File: config.mk
export PLATFORM = sky130hd
export DESIGN_NAME = accel_magnitude_motion_detector_unit_flat
export DESIGN_NICKNAME = d
export VERILOG_FILES = /design/src/sv/amd_pkg.sv /design/src/sv/amd_if.sv /design/src/sv/amd_square_lane.sv /design/src/sv/amd_merge.sv /design/src/sv/amd_isqrt.sv /design/src/sv/accel_magnitude_motion_detector_unit.sv /design/src/flat_wrapper.sv
export SDC_FILE = /design/constraint.sdc
export NUM_CORES = 2
export LEC_CHECK = 0
export ABC_AREA = 1
export BUFFER_PORTS_ARGS = -buffer_cell sky130_fd_sc_hd__buf_2
export CAP_MARGIN = 40
export CORE_MARGIN = 5
export CORE_UTILIZATION = 60
export CTS_CLUSTER_DIAMETER = 50
export DETAILED_ROUTE_END_ITERATION = 16
export GPL_ROUTABILITY_DRIVEN = 0
export PLACE_DENSITY_LB_ADDON = 0.15
export SYNTH_ARGS = -nofsm -noshare
export SYNTH_HDL_FRONTEND = slang
export SYNTH_HIERARCHICAL = 1
export SYNTH_SLANG_ARGS = --single-unit
File: constraint.sdc
create_clock -name clk -period 7.5 [get_ports clk]
set_input_delay 0.75 -clock clk [delete_from_list [all_inputs] [get_ports clk]]
set_output_delay 0.75 -clock clk [all_outputs]
set_load 0.05 [all_outputs]
File: src/sv/amd_pkg.sv
// shared types and constants for the acceleration magnitude motion detector
package amd_pkg;

    localparam int SAMPLE_W   = 16;
    localparam int SQ_W       = 31;
    localparam int SUM_W      = 32;
    localparam int RAD_W      = 36;
    localparam int MAG_W      = 18;
    localparam int REM_W      = 20;
    localparam int THR_W      = 16;
    localparam int CFG_IDX_W  = 1;
    localparam int CFG_DATA_W = 16;
    localparam int ROOT_STEPS = 18;
    localparam int CNT_W      = 5;

    localparam logic [CFG_IDX_W-1:0] REG_SENSOR_PRESENT = 1'd0;
    localparam logic [CFG_IDX_W-1:0] REG_MOVE_THRESHOLD = 1'd1;

    localparam logic [THR_W-1:0] THRESHOLD_RESET = 16'd250;

    typedef enum logic [2:0] {
        ST_IDLE,
        ST_SUM,
        ST_START,
        ST_ROOT,
        ST_DONE
    } amd_state_t;

endpackage

File: src/sv/amd_if.sv
// valid/ready channel interfaces for samples and results

interface amd_sample_if;
    logic                                  valid;
    logic                                  ready;
    logic signed [amd_pkg::SAMPLE_W-1:0]   accel_x;
    logic signed [amd_pkg::SAMPLE_W-1:0]   accel_y;
    logic signed [amd_pkg::SAMPLE_W-1:0]   accel_z;
    logic                                  read_ok;

    modport source (output valid, accel_x, accel_y, accel_z, read_ok, input ready);
    modport sink   (input valid, accel_x, accel_y, accel_z, read_ok, output ready);
endinterface

interface amd_result_if;
    logic                          valid;
    logic                          ready;
    logic                          moved;
    logic [amd_pkg::MAG_W-1:0]     magnitude;

    modport source (output valid, moved, magnitude, input ready);
    modport sink   (input valid, moved, magnitude, output ready);
endinterface

File: src/sv/amd_square_lane.sv
// one axis lane: absolute value and registered square
module amd_square_lane
(
    input  logic                                clk,
    input  logic                                load,
    input  logic signed [amd_pkg::SAMPLE_W-1:0] sample,
    output logic [amd_pkg::SQ_W-1:0]            square
);

    logic [amd_pkg::SAMPLE_W-1:0]   mag_abs;
    logic [2*amd_pkg::SAMPLE_W-1:0] product;
    logic [amd_pkg::SQ_W-1:0]       square_reg;

    // most negative code wraps to 0x8000, which is the right unsigned value
    assign mag_abs = sample[amd_pkg::SAMPLE_W-1] ? (~sample + 1'b1) : sample;
    assign product = mag_abs * mag_abs;

    always_ff @(posedge clk)
    begin
        if (load)
        begin
            square_reg <= product[amd_pkg::SQ_W-1:0];
        end
    end

    assign square = square_reg;

endmodule

File: src/sv/amd_merge.sv
// merging stage: registered sum of the three lane squares
module amd_merge
(
    input  logic                        clk,
    input  logic                        load,
    input  logic [amd_pkg::SQ_W-1:0]    square_x,
    input  logic [amd_pkg::SQ_W-1:0]    square_y,
    input  logic [amd_pkg::SQ_W-1:0]    square_z,
    output logic [amd_pkg::SUM_W-1:0]   sum
);

    logic [amd_pkg::SUM_W-1:0] sum_reg;
    logic [amd_pkg::SUM_W-1:0] sum_next;

    assign sum_next = {1'b0, square_x} + {1'b0, square_y} + {1'b0, square_z};

    always_ff @(posedge clk)
    begin
        if (load)
        begin
            sum_reg <= sum_next;
        end
    end

    assign sum = sum_reg;

endmodule

File: src/sv/amd_isqrt.sv
// iterative floor square root, one result bit per cycle
module amd_isqrt
(
    input  logic                        clk,
    input  logic                        rst_n,
    input  logic                        start,
    input  logic [amd_pkg::RAD_W-1:0]   radicand,
    output logic                        done,
    output logic [amd_pkg::MAG_W-1:0]   root
);

    logic                           busy_reg;
    logic                           done_reg;
    logic [amd_pkg::CNT_W-1:0]      cnt_reg;
    logic [amd_pkg::RAD_W-1:0]      rad_reg;
    logic [amd_pkg::REM_W-1:0]      rem_reg;
    logic [amd_pkg::MAG_W-1:0]      root_reg;

    logic [amd_pkg::REM_W+1:0]      rem_shift;
    logic [amd_pkg::REM_W+1:0]      trial;
    logic [amd_pkg::REM_W+1:0]      rem_diff;
    logic                           take;

    assign rem_shift = {rem_reg, rad_reg[amd_pkg::RAD_W-1 -: 2]};
    assign trial     = {{(amd_pkg::REM_W-amd_pkg::MAG_W){1'b0}}, root_reg, 2'b01};
    assign take      = (rem_shift >= trial);
    assign rem_diff  = rem_shift - trial;

    always_ff @(posedge clk or negedge rst_n)
    begin
        if (!rst_n)
        begin
            busy_reg <= 1'b0;
            done_reg <= 1'b0;
            cnt_reg  <= '0;
        end
        else
        begin
            done_reg <= 1'b0;
            if (start)
            begin
                busy_reg <= 1'b1;
                cnt_reg  <= '0;
            end
            else if (busy_reg)
            begin
                if (cnt_reg == amd_pkg::CNT_W'(amd_pkg::ROOT_STEPS - 1))
                begin
                    busy_reg <= 1'b0;
                    done_reg <= 1'b1;
                end
                cnt_reg <= cnt_reg + 1'b1;
            end
        end
    end

    always_ff @(posedge clk)
    begin
        if (start)
        begin
            rad_reg  <= radicand;
            rem_reg  <= '0;
            root_reg <= '0;
        end
        else if (busy_reg)
        begin
            rad_reg <= {rad_reg[amd_pkg::RAD_W-3:0], 2'b00};
            if (take)
            begin
                rem_reg  <= rem_diff[amd_pkg::REM_W-1:0];
                root_reg <= {root_reg[amd_pkg::MAG_W-2:0], 1'b1};
            end
            else
            begin
                rem_reg  <= rem_shift[amd_pkg::REM_W-1:0];
                root_reg <= {root_reg[amd_pkg::MAG_W-2:0], 1'b0};
            end
        end
    end

    assign done = done_reg;
    assign root = root_reg;

endmodule

File: src/sv/accel_magnitude_motion_detector_unit.sv
// top level of the acceleration magnitude motion detector
//
// Takes one three-axis sample per transfer on the sample channel and returns one
// result per sample: the magnitude sqrt(x^2+y^2+z^2) in unsigned Q16.2 (floor of
// sqrt(16*(x^2+y^2+z^2))) and a moved flag, set when the magnitude differs from the
// last stored one by more than 4*move_threshold. Three lanes square the axes in
// parallel, a merging stage adds them, and a shared iterative square root unit
// produces one root bit per cycle. One sample is in flight at a time; from its
// transfer a sample passes the lane registers, the merge register, a root start
// step, the root iterations for the 18-bit root until done is seen, and a result
// step that waits for a free result register, before the engine takes the next
// one. The result sits in an output register, so a new sample is taken while the
// last result waits. The first valid sample after reset stores its magnitude and
// reports not moved. With sensor_present low or read_ok low the result is zero
// and the stored magnitude is left alone. Configuration (index 0 sensor_present,
// index 1 move_threshold, reset 0 and 250) must be written only while no sample
// is in flight; the block itself does not enforce this.
module accel_magnitude_motion_detector_unit
(
    input  logic                                clk,
    input  logic                                rst_n,
    input  logic                                cfg_we,
    input  logic [amd_pkg::CFG_IDX_W-1:0]       cfg_index,
    input  logic [amd_pkg::CFG_DATA_W-1:0]      cfg_wdata,
    amd_sample_if.sink                          sample,
    amd_result_if.source                        result
);

    // configuration registers
    logic                           sensor_present_reg;
    logic [amd_pkg::THR_W-1:0]      move_threshold_reg;

    // engine control
    amd_pkg::amd_state_t            state_reg;
    amd_pkg::amd_state_t            state_next;
    logic                           use_reg;

    // stored magnitude from the last valid sample
    logic [amd_pkg::MAG_W-1:0]      prev_mag_reg;
    logic                           have_prev_reg;

    // output register
    logic                           out_valid_reg;
    logic                           out_moved_reg;
    logic [amd_pkg::MAG_W-1:0]      out_mag_reg;

    // datapath
    logic [amd_pkg::SQ_W-1:0]       square_x;
    logic [amd_pkg::SQ_W-1:0]       square_y;
    logic [amd_pkg::SQ_W-1:0]       square_z;
    logic [amd_pkg::SUM_W-1:0]      sum;
    logic                           root_done;
    logic [amd_pkg::MAG_W-1:0]      root;
    logic [amd_pkg::MAG_W-1:0]      delta;
    logic [amd_pkg::MAG_W-1:0]      thr_scaled;
    logic                           moved_now;

    // control outputs
    logic                           in_xfer;
    logic                           merge_load;
    logic                           root_start;
    logic                           out_load;
    logic                           out_free;

    // configuration writes
    always_ff @(posedge clk or negedge rst_n)
    begin
        if (!rst_n)
        begin
            sensor_present_reg <= 1'b0;
            move_threshold_reg <= amd_pkg::THRESHOLD_RESET;
        end
        else if (cfg_we)
        begin
            case (cfg_index)
                amd_pkg::REG_SENSOR_PRESENT: sensor_present_reg <= cfg_wdata[0];
                amd_pkg::REG_MOVE_THRESHOLD: move_threshold_reg <= cfg_wdata;
                default: ;
            endcase
        end
    end

    // three axis lanes side by side
    amd_square_lane u_lane_x
    (
        .clk    (clk),
        .load   (in_xfer),
        .sample (sample.accel_x),
        .square (square_x)
    );

    amd_square_lane u_lane_y
    (
        .clk    (clk),
        .load   (in_xfer),
        .sample (sample.accel_y),
        .square (square_y)
    );

    amd_square_lane u_lane_z
    (
        .clk    (clk),
        .load   (in_xfer),
        .sample (sample.accel_z),
        .square (square_z)
    );

    // merge the lane results into the sum of squares
    amd_merge u_merge
    (
        .clk      (clk),
        .load     (merge_load),
        .square_x (square_x),
        .square_y (square_y),
        .square_z (square_z),
        .sum      (sum)
    );

    // Q16.2 scaling: root of the sum times 16
    amd_isqrt u_isqrt
    (
        .clk      (clk),
        .rst_n    (rst_n),
        .start    (root_start),
        .radicand ({sum, 4'b0000}),
        .done     (root_done),
        .root     (root)
    );

    // change against the stored magnitude
    assign delta      = (root >= prev_mag_reg) ? (root - prev_mag_reg) : (prev_mag_reg - root);
    assign thr_scaled = {move_threshold_reg, 2'b00};
    assign moved_now  = have_prev_reg && (delta > thr_scaled);

    assign out_free = !out_valid_reg || result.ready;

    // next state
    always_comb
    begin
        state_next = state_reg;
        case (state_reg)
            amd_pkg::ST_IDLE:
            begin
                if (sample.valid)
                begin
                    state_next = amd_pkg::ST_SUM;
                end
            end
            amd_pkg::ST_SUM:   state_next = amd_pkg::ST_START;
            amd_pkg::ST_START: state_next = amd_pkg::ST_ROOT;
            amd_pkg::ST_ROOT:
            begin
                if (root_done)
                begin
                    state_next = amd_pkg::ST_DONE;
                end
            end
            amd_pkg::ST_DONE:
            begin
                if (out_free)
                begin
                    state_next = amd_pkg::ST_IDLE;
                end
            end
            default: state_next = amd_pkg::ST_IDLE;
        endcase
    end

    // control outputs
    always_comb
    begin
        sample.ready = 1'b0;
        merge_load   = 1'b0;
        root_start   = 1'b0;
        out_load     = 1'b0;
        case (state_reg)
            amd_pkg::ST_IDLE:  sample.ready = 1'b1;
            amd_pkg::ST_SUM:   merge_load   = 1'b1;
            amd_pkg::ST_START: root_start   = 1'b1;
            amd_pkg::ST_ROOT:  ;
            amd_pkg::ST_DONE:  out_load     = out_free;
            default: ;
        endcase
    end

    assign in_xfer = sample.valid && sample.ready;

    // engine state, sample qualifier and stored magnitude
    always_ff @(posedge clk or negedge rst_n)
    begin
        if (!rst_n)
        begin
            state_reg     <= amd_pkg::ST_IDLE;
            use_reg       <= 1'b0;
            have_prev_reg <= 1'b0;
            prev_mag_reg  <= '0;
        end
        else
        begin
            state_reg <= state_next;
            if (in_xfer)
            begin
                use_reg <= sensor_present_reg && sample.read_ok;
            end
            // skipped samples leave the stored magnitude alone
            if (out_load && use_reg)
            begin
                prev_mag_reg  <= root;
                have_prev_reg <= 1'b1;
            end
        end
    end

    // output register, drained by a result transfer
    always_ff @(posedge clk or negedge rst_n)
    begin
        if (!rst_n)
        begin
            out_valid_reg <= 1'b0;
        end
        else if (out_load)
        begin
            out_valid_reg <= 1'b1;
        end
        else if (result.ready)
        begin
            out_valid_reg <= 1'b0;
        end
    end

    always_ff @(posedge clk)
    begin
        if (out_load)
        begin
            out_moved_reg <= use_reg && moved_now;
            out_mag_reg   <= use_reg ? root : '0;
        end
    end

    assign result.valid     = out_valid_reg;
    assign result.moved     = out_moved_reg;
    assign result.magnitude = out_mag_reg;

endmodule
File: src/flat_wrapper.sv
// flat-port wrapper written by rule: the top's interface ports become plain ports
module accel_magnitude_motion_detector_unit_flat 
  (clk, rst_n, cfg_we, cfg_index, cfg_wdata, sample_valid, sample_accel_x, sample_accel_y, sample_accel_z, sample_read_ok, sample_ready, result_valid, result_moved, result_magnitude, result_ready);
  amd_sample_if sample_i ();
  amd_result_if result_i ();
  input  logic clk;
  input  logic rst_n;
  input  logic cfg_we;
  input  logic [amd_pkg::CFG_IDX_W-1:0] cfg_index;
  input  logic [amd_pkg::CFG_DATA_W-1:0] cfg_wdata;
  input wire logic [$bits(sample_i.valid)-1:0] sample_valid;
  input wire logic [$bits(sample_i.accel_x)-1:0] sample_accel_x;
  input wire logic [$bits(sample_i.accel_y)-1:0] sample_accel_y;
  input wire logic [$bits(sample_i.accel_z)-1:0] sample_accel_z;
  input wire logic [$bits(sample_i.read_ok)-1:0] sample_read_ok;
  output wire logic [$bits(sample_i.ready)-1:0] sample_ready;
  output wire logic [$bits(result_i.valid)-1:0] result_valid;
  output wire logic [$bits(result_i.moved)-1:0] result_moved;
  output wire logic [$bits(result_i.magnitude)-1:0] result_magnitude;
  input wire logic [$bits(result_i.ready)-1:0] result_ready;
  assign sample_i.valid = sample_valid;
  assign sample_i.accel_x = sample_accel_x;
  assign sample_i.accel_y = sample_accel_y;
  assign sample_i.accel_z = sample_accel_z;
  assign sample_i.read_ok = sample_read_ok;
  assign sample_ready = sample_i.ready;
  assign result_valid = result_i.valid;
  assign result_moved = result_i.moved;
  assign result_magnitude = result_i.magnitude;
  assign result_i.ready = result_ready;
  accel_magnitude_motion_detector_unit u_core (.clk(clk), .rst_n(rst_n), .cfg_we(cfg_we), .cfg_index(cfg_index), .cfg_wdata(cfg_wdata), .sample(sample_i), .result(result_i));
endmodule
==> impl_results.html <==
<table>
<tr><th>Metric</th><th>Value</th></tr>
<tr><th colspan="2">Die</th></tr>
<tr><td>Top-Level Pins</td><td>92</td></tr>
<tr><td>Std-Cell Core Area</td><td>66000 µm²</td></tr>
<tr><td>Die Span X</td><td>268 µm</td></tr>
<tr><td>Area enclosed by the die boundary</td><td>72000 µm²</td></tr>
<tr><td>Vertical die dimension</td><td>268 µm</td></tr>
<tr><td>Count of standard-cell rows</td><td>94</td></tr>
<tr><td>Initial Utilization</td><td>60.7%</td></tr>
<tr><th colspan="2">Global routing</th></tr>
<tr><td>Vias in the first global route</td><td>32400</td></tr>
<tr><td>Largest net degree at the start of global routing</td><td>49</td></tr>
<tr><td>Total overflow reported by the global router</td><td>0</td></tr>
<tr><td>Antenna violations before repair</td><td>0</td></tr>
<tr><td>Overall routing resource usage</td><td>27.4%</td></tr>
<tr><td>Wire length of the first global-routing pass</td><td>160 mm</td></tr>
<tr><th colspan="2">Timing</th></tr>
<tr><td>Max-slew violations</td><td>0</td></tr>
<tr><td>Clock skew</td><td>28.6 ps</td></tr>
<tr><td>RSZ-0062 raised after global routing</td><td>no</td></tr>
<tr><td>Final setup TNS</td><td>0 ps</td></tr>
<tr><td>Period minus WS final</td><td>6740 ps</td></tr>
<tr><td>Final setup violating endpoints</td><td>0</td></tr>
<tr><td>Slew @ Worst Pin</td><td>680 ps</td></tr>
<tr><td>Achievable frequency</td><td>148 MHz</td></tr>
<tr><td>Hold violation count in the final report</td><td>0</td></tr>
<tr><td>Period Utilization, post-route</td><td>89.8%</td></tr>
<tr><td>Relative max-transition margin</td><td>54.7%</td></tr>
<tr><th colspan="2">Detailed routing</th></tr>
<tr><td>Number of nets with antenna violations after routing</td><td>0</td></tr>
<tr><td>Detailed-route wire length per cell</td><td>15.4 µm</td></tr>
<tr><td>Vias after detailed routing</td><td>32200</td></tr>
<tr><td>Mean number of vias per cell</td><td>5.21</td></tr>
<tr><td>Violation count after the first detailed-route iteration</td><td>2244</td></tr>
<tr><td>Total wirelength of the detailed-routed design</td><td>95.0 mm</td></tr>
<tr><td># DRC</td><td>0</td></tr>
<tr><td>Number of optimization iterations in the first detailed-route pass</td><td>6</td></tr>
<tr><th colspan="2">Placement</th></tr>
<tr><td>Post-DP HPWL</td><td>79.7 mm</td></tr>
<tr><td># port buffers</td><td>91</td></tr>
<tr><th colspan="2">Synth</th></tr>
<tr><td>Warnings from Yosys</td><td>6</td></tr>
<tr><td>Register bit count reported by yosys</td><td>263</td></tr>
<tr><td>Count of mapped cells out of synthesis</td><td>5152</td></tr>
<tr><td>Count of unique library cells instantiated by Yosys</td><td>55</td></tr>
<tr><td>Cell Area, Synth</td><td>40000 µm²</td></tr>
<tr><td>Average footprint of a synthesized cell</td><td>7.77 µm²</td></tr>
<tr><td>Sequential share of the synthesized area</td><td>18.2%</td></tr>
<tr><th colspan="2">Cells and area</th></tr>
<tr><td>Final nets</td><td>6270</td></tr>
<tr><td>Fraction of final layout cells sized beyond drive strength 1</td><td>7.41%</td></tr>
<tr><td>Post-synthesis to final-layout area growth</td><td>7.56%</td></tr>
<tr><td>Inserted Diodes</td><td>0</td></tr>
<tr><td>Max FFs per register</td><td>36</td></tr>
<tr><th colspan="2">Clock tree</th></tr>
<tr><td>Clock sinks</td><td>263</td></tr>
<tr><td>Depth of the CTS H-tree</td><td>2</td></tr>
<tr><td>Post-CTS Setup Inserts</td><td>0</td></tr>
<tr><td>Cells resized by post-CTS repair</td><td>0</td></tr>
<tr><td>Clock root buffer master</td><td>sky130_fd_sc_hd__clkbuf_16</td></tr>
<tr><td>Skew-Pair Late Insertion Delay</td><td>580 ps</td></tr>
<tr><td>Clock tree from TritonCTS</td><td>yes</td></tr>
<tr><td>Clock transition at the register clock pins on the worst setup and hold paths after CTS</td><td>60 ps</td></tr>
<tr><td>Number of clock buffers inserted by TritonCTS</td><td>40</td></tr>
<tr><td>Post-CTS Hold Fix Bufs</td><td>0</td></tr>
<tr><td>Maximum clock path buffer count</td><td>3</td></tr>
<tr><th colspan="2">Critical path</th></tr>
<tr><td>Element type at the critical path end</td><td>register</td></tr>
<tr><td>Largest driver fanout on the critical path</td><td>15</td></tr>
<tr><td>Kind of launch point of the worst setup path</td><td>input pin</td></tr>
<tr><td>Kind of critical path</td><td>in -&gt; reg</td></tr>
<tr><td>Required time reported for the critical path endpoint</td><td>7830 ps</td></tr>
<tr><td>Worst EP arrival</td><td>7070 ps</td></tr>
<tr><th colspan="2">Status</th></tr>
<tr><td>Status</td><td>complete, no violations</td></tr>
<tr><th colspan="2">Run</th></tr>
<tr><td>Max capacitance violation total</td><td>0</td></tr>
<tr><th colspan="2">Hold path</th></tr>
<tr><td>Tightest Hold Check Type</td><td>in -&gt; async</td></tr>
</table>
-- worst max-delay path: stages --
cell and delay, ps:
sky130_fd_sc_hd__buf_2 170, sky130_fd_sc_hd__inv_4 70, sky130_fd_sc_hd__ha_1 240, sky130_fd_sc_hd__nand3_1 150, sky130_fd_sc_hd__nand2_2 110, sky130_fd_sc_hd__o21a_1 140
sky130_fd_sc_hd__or2_1 210, sky130_fd_sc_hd__nand2_2 310, sky130_fd_sc_hd__nand2_1 130, sky130_fd_sc_hd__fa_1 520, sky130_fd_sc_hd__fa_1 550, sky130_fd_sc_hd__inv_1 60
sky130_fd_sc_hd__fa_1 530, sky130_fd_sc_hd__fa_1 440, sky130_fd_sc_hd__fa_1 540, sky130_fd_sc_hd__inv_1 50, sky130_fd_sc_hd__fa_1 530, sky130_fd_sc_hd__inv_1 40
sky130_fd_sc_hd__ha_1 420, sky130_fd_sc_hd__nand2_1 160, sky130_fd_sc_hd__nor2_1 200, sky130_fd_sc_hd__inv_1 70, sky130_fd_sc_hd__nor3_1 270, sky130_fd_sc_hd__nand3_1 120
sky130_fd_sc_hd__nand3_1 120, sky130_fd_sc_hd__nand2_1 60, sky130_fd_sc_hd__inv_1 50, sky130_fd_sc_hd__nor2_1 30
-- placed cells by master (no fill, tap or decap), types with 12 or more instances in the layout --
| cell | instances |
|---|---|
| sky130_fd_sc_hd__nand4_1 | 51 |
| sky130_fd_sc_hd__o21ai_0 | 92 |
| sky130_fd_sc_hd__dfxtp_1 | 38 |
| sky130_fd_sc_hd__buf_2 | 91 |
| sky130_fd_sc_hd__o21bai_1 | 31 |
| sky130_fd_sc_hd__nor2_2 | 21 |
| sky130_fd_sc_hd__xnor2_1 | 22 |
| sky130_fd_sc_hd__nor2_1 | 409 |
| sky130_fd_sc_hd__nand3_2 | 20 |
| sky130_fd_sc_hd__edfxtp_1 | 177 |
| sky130_fd_sc_hd__o21ai_1 | 12 |
| sky130_fd_sc_hd__conb_1 | 40 |
| sky130_fd_sc_hd__o22ai_1 | 18 |
| sky130_fd_sc_hd__inv_2 | 35 |
| sky130_fd_sc_hd__fa_1 | 525 |
| sky130_fd_sc_hd__nand3_1 | 194 |
| sky130_fd_sc_hd__nand2_2 | 57 |
| sky130_fd_sc_hd__nand3b_1 | 12 |
| sky130_fd_sc_hd__ha_1 | 388 |
| sky130_fd_sc_hd__buf_4 | 47 |
| sky130_fd_sc_hd__a21oi_1 | 176 |
| sky130_fd_sc_hd__nand2_1 | 1318 |
| sky130_fd_sc_hd__nor3_1 | 30 |
| sky130_fd_sc_hd__xor2_1 | 92 |
| sky130_fd_sc_hd__dfrtp_1 | 42 |
| sky130_fd_sc_hd__inv_1 | 1208 |
| sky130_fd_sc_hd__clkbuf_16 | 41 |
-- routing by layer --
layer | share of wire (%) | track usage (%)
met1 | 42 | 36.9
met2 | 49 | 47.2
met3 | 6.0 | 3.17
met4 | 3.0 | 7.90
met5 | 0 | 0
-- cells by family after synthesis --
family | synth area share [%]
multiplexers | 0.0531
AND/OR/NAND/NOR | 22.7
XOR/XNOR | 2.56
AO/OA/AOI/OAI | 5.06
flip-flops | 18.2
adder cells (fa/ha/maj) | 38.4
buffers and inverters | 13.0
other | 0.0657
-- final cells by class --
| cell class | count | area, µm² |
|---|---|---|
| repair buffers | 142 | 886 |
| multi-input cells | 3593 | 27700 |
| clock buffers | 49 | 1070 |
| fillers | 5700 | 22900 |
| well taps | 864 | 1080 |
| flip-flops and latches | 263 | 7280 |
| inverters | 1246 | 4680 |
| clock inverters | 25 | 350 |
-- cell usage after synthesis, drive strengths merged --
cell type,n,area (µm²)
nand3b,12,90.1
clkinv,1,3.75
fa,525,10500
o22ai,18,113
o21bai,31,233
mux2i,1,10.0
a211oi,2,15.0
or2,12,75.1
and2,8,50.1
nand2,1378,5340
nand4,51,319
edfxtp,177,5320
buf,53,388
a31o,4,35.0
inv,1245,4680
nor4,2,12.5
and3,2,12.5
o21a,2,15.0
a31oi,1,6.26
clkbuf,30,114
ha,388,4850
a21boi,2,15.0
nand3,216,1210
xnor2,22,193
nor2,438,1750
nor3,39,230
a21o,10,75.1
a21oi,182,933
xor2,93,833
mux2,1,11.3
dfstp,6,158
dfrtp,42,1050
dfxtp,38,761
conb,7,26.3
o211ai,5,37.5
or3b,1,8.76
o21ai,107,547
-- through the flow --
| stage | cell area, µm² | worst slack (ps) | hold WS (ps) | cells | utilization (%) |
|---|---|---|---|---|---|
| after detailed placement | 41600 | 258 | 457 | 6108 | 63.1 |
| final | 43100 | 763 | 301 | 6182 | 65.2 |
| after CTS | 43100 | 864 | 309 | 6182 | 65.2 |
| after global placement | 41600 | 399 | 441 | 6104 | 63.0 |
| after global routing | 43100 | 499 | 340 | 6182 | 65.2 |
| after floorplan | 40200 | 749 | 426 | 5185 | - |
-- worst paths after layout --
| check | start | end | slack (ps) | cells after the start |
|---|---|---|---|---|
| worst max-delay path | sample_accel_x[0] | u_core/u_lane_x/square[24]$_DFFE_PP_ | 760 | 28 |
| worst min register to register | u_core/u_isqrt/rem_reg[18]$_SDFFE_PP0P_ | u_core/u_isqrt/rem_reg[18]$_SDFFE_PP0P_ | 470 | 2 |
| worst min-delay path | rst_n | u_core/move_threshold_reg[15]$_DFFE_PN0P_ | 300 | 2 |
| max in group asynchronous | rst_n | u_core/prev_mag_reg[1]$_DFFE_PN0P_ | 6720 | 2 |
| worst max register to register | u_core/u_isqrt/root[0]$_SDFFE_PP0P_ | u_core/result.moved$_DFFE_PP_ | 3660 | 18 |
| min in group clk | result_ready | u_core/result.valid$_DFFE_PN0P_ | 360 | 2 |
Power is not shown: default switching activity piles up to over one toggle a cycle in this logic, so the estimate is an artifact.
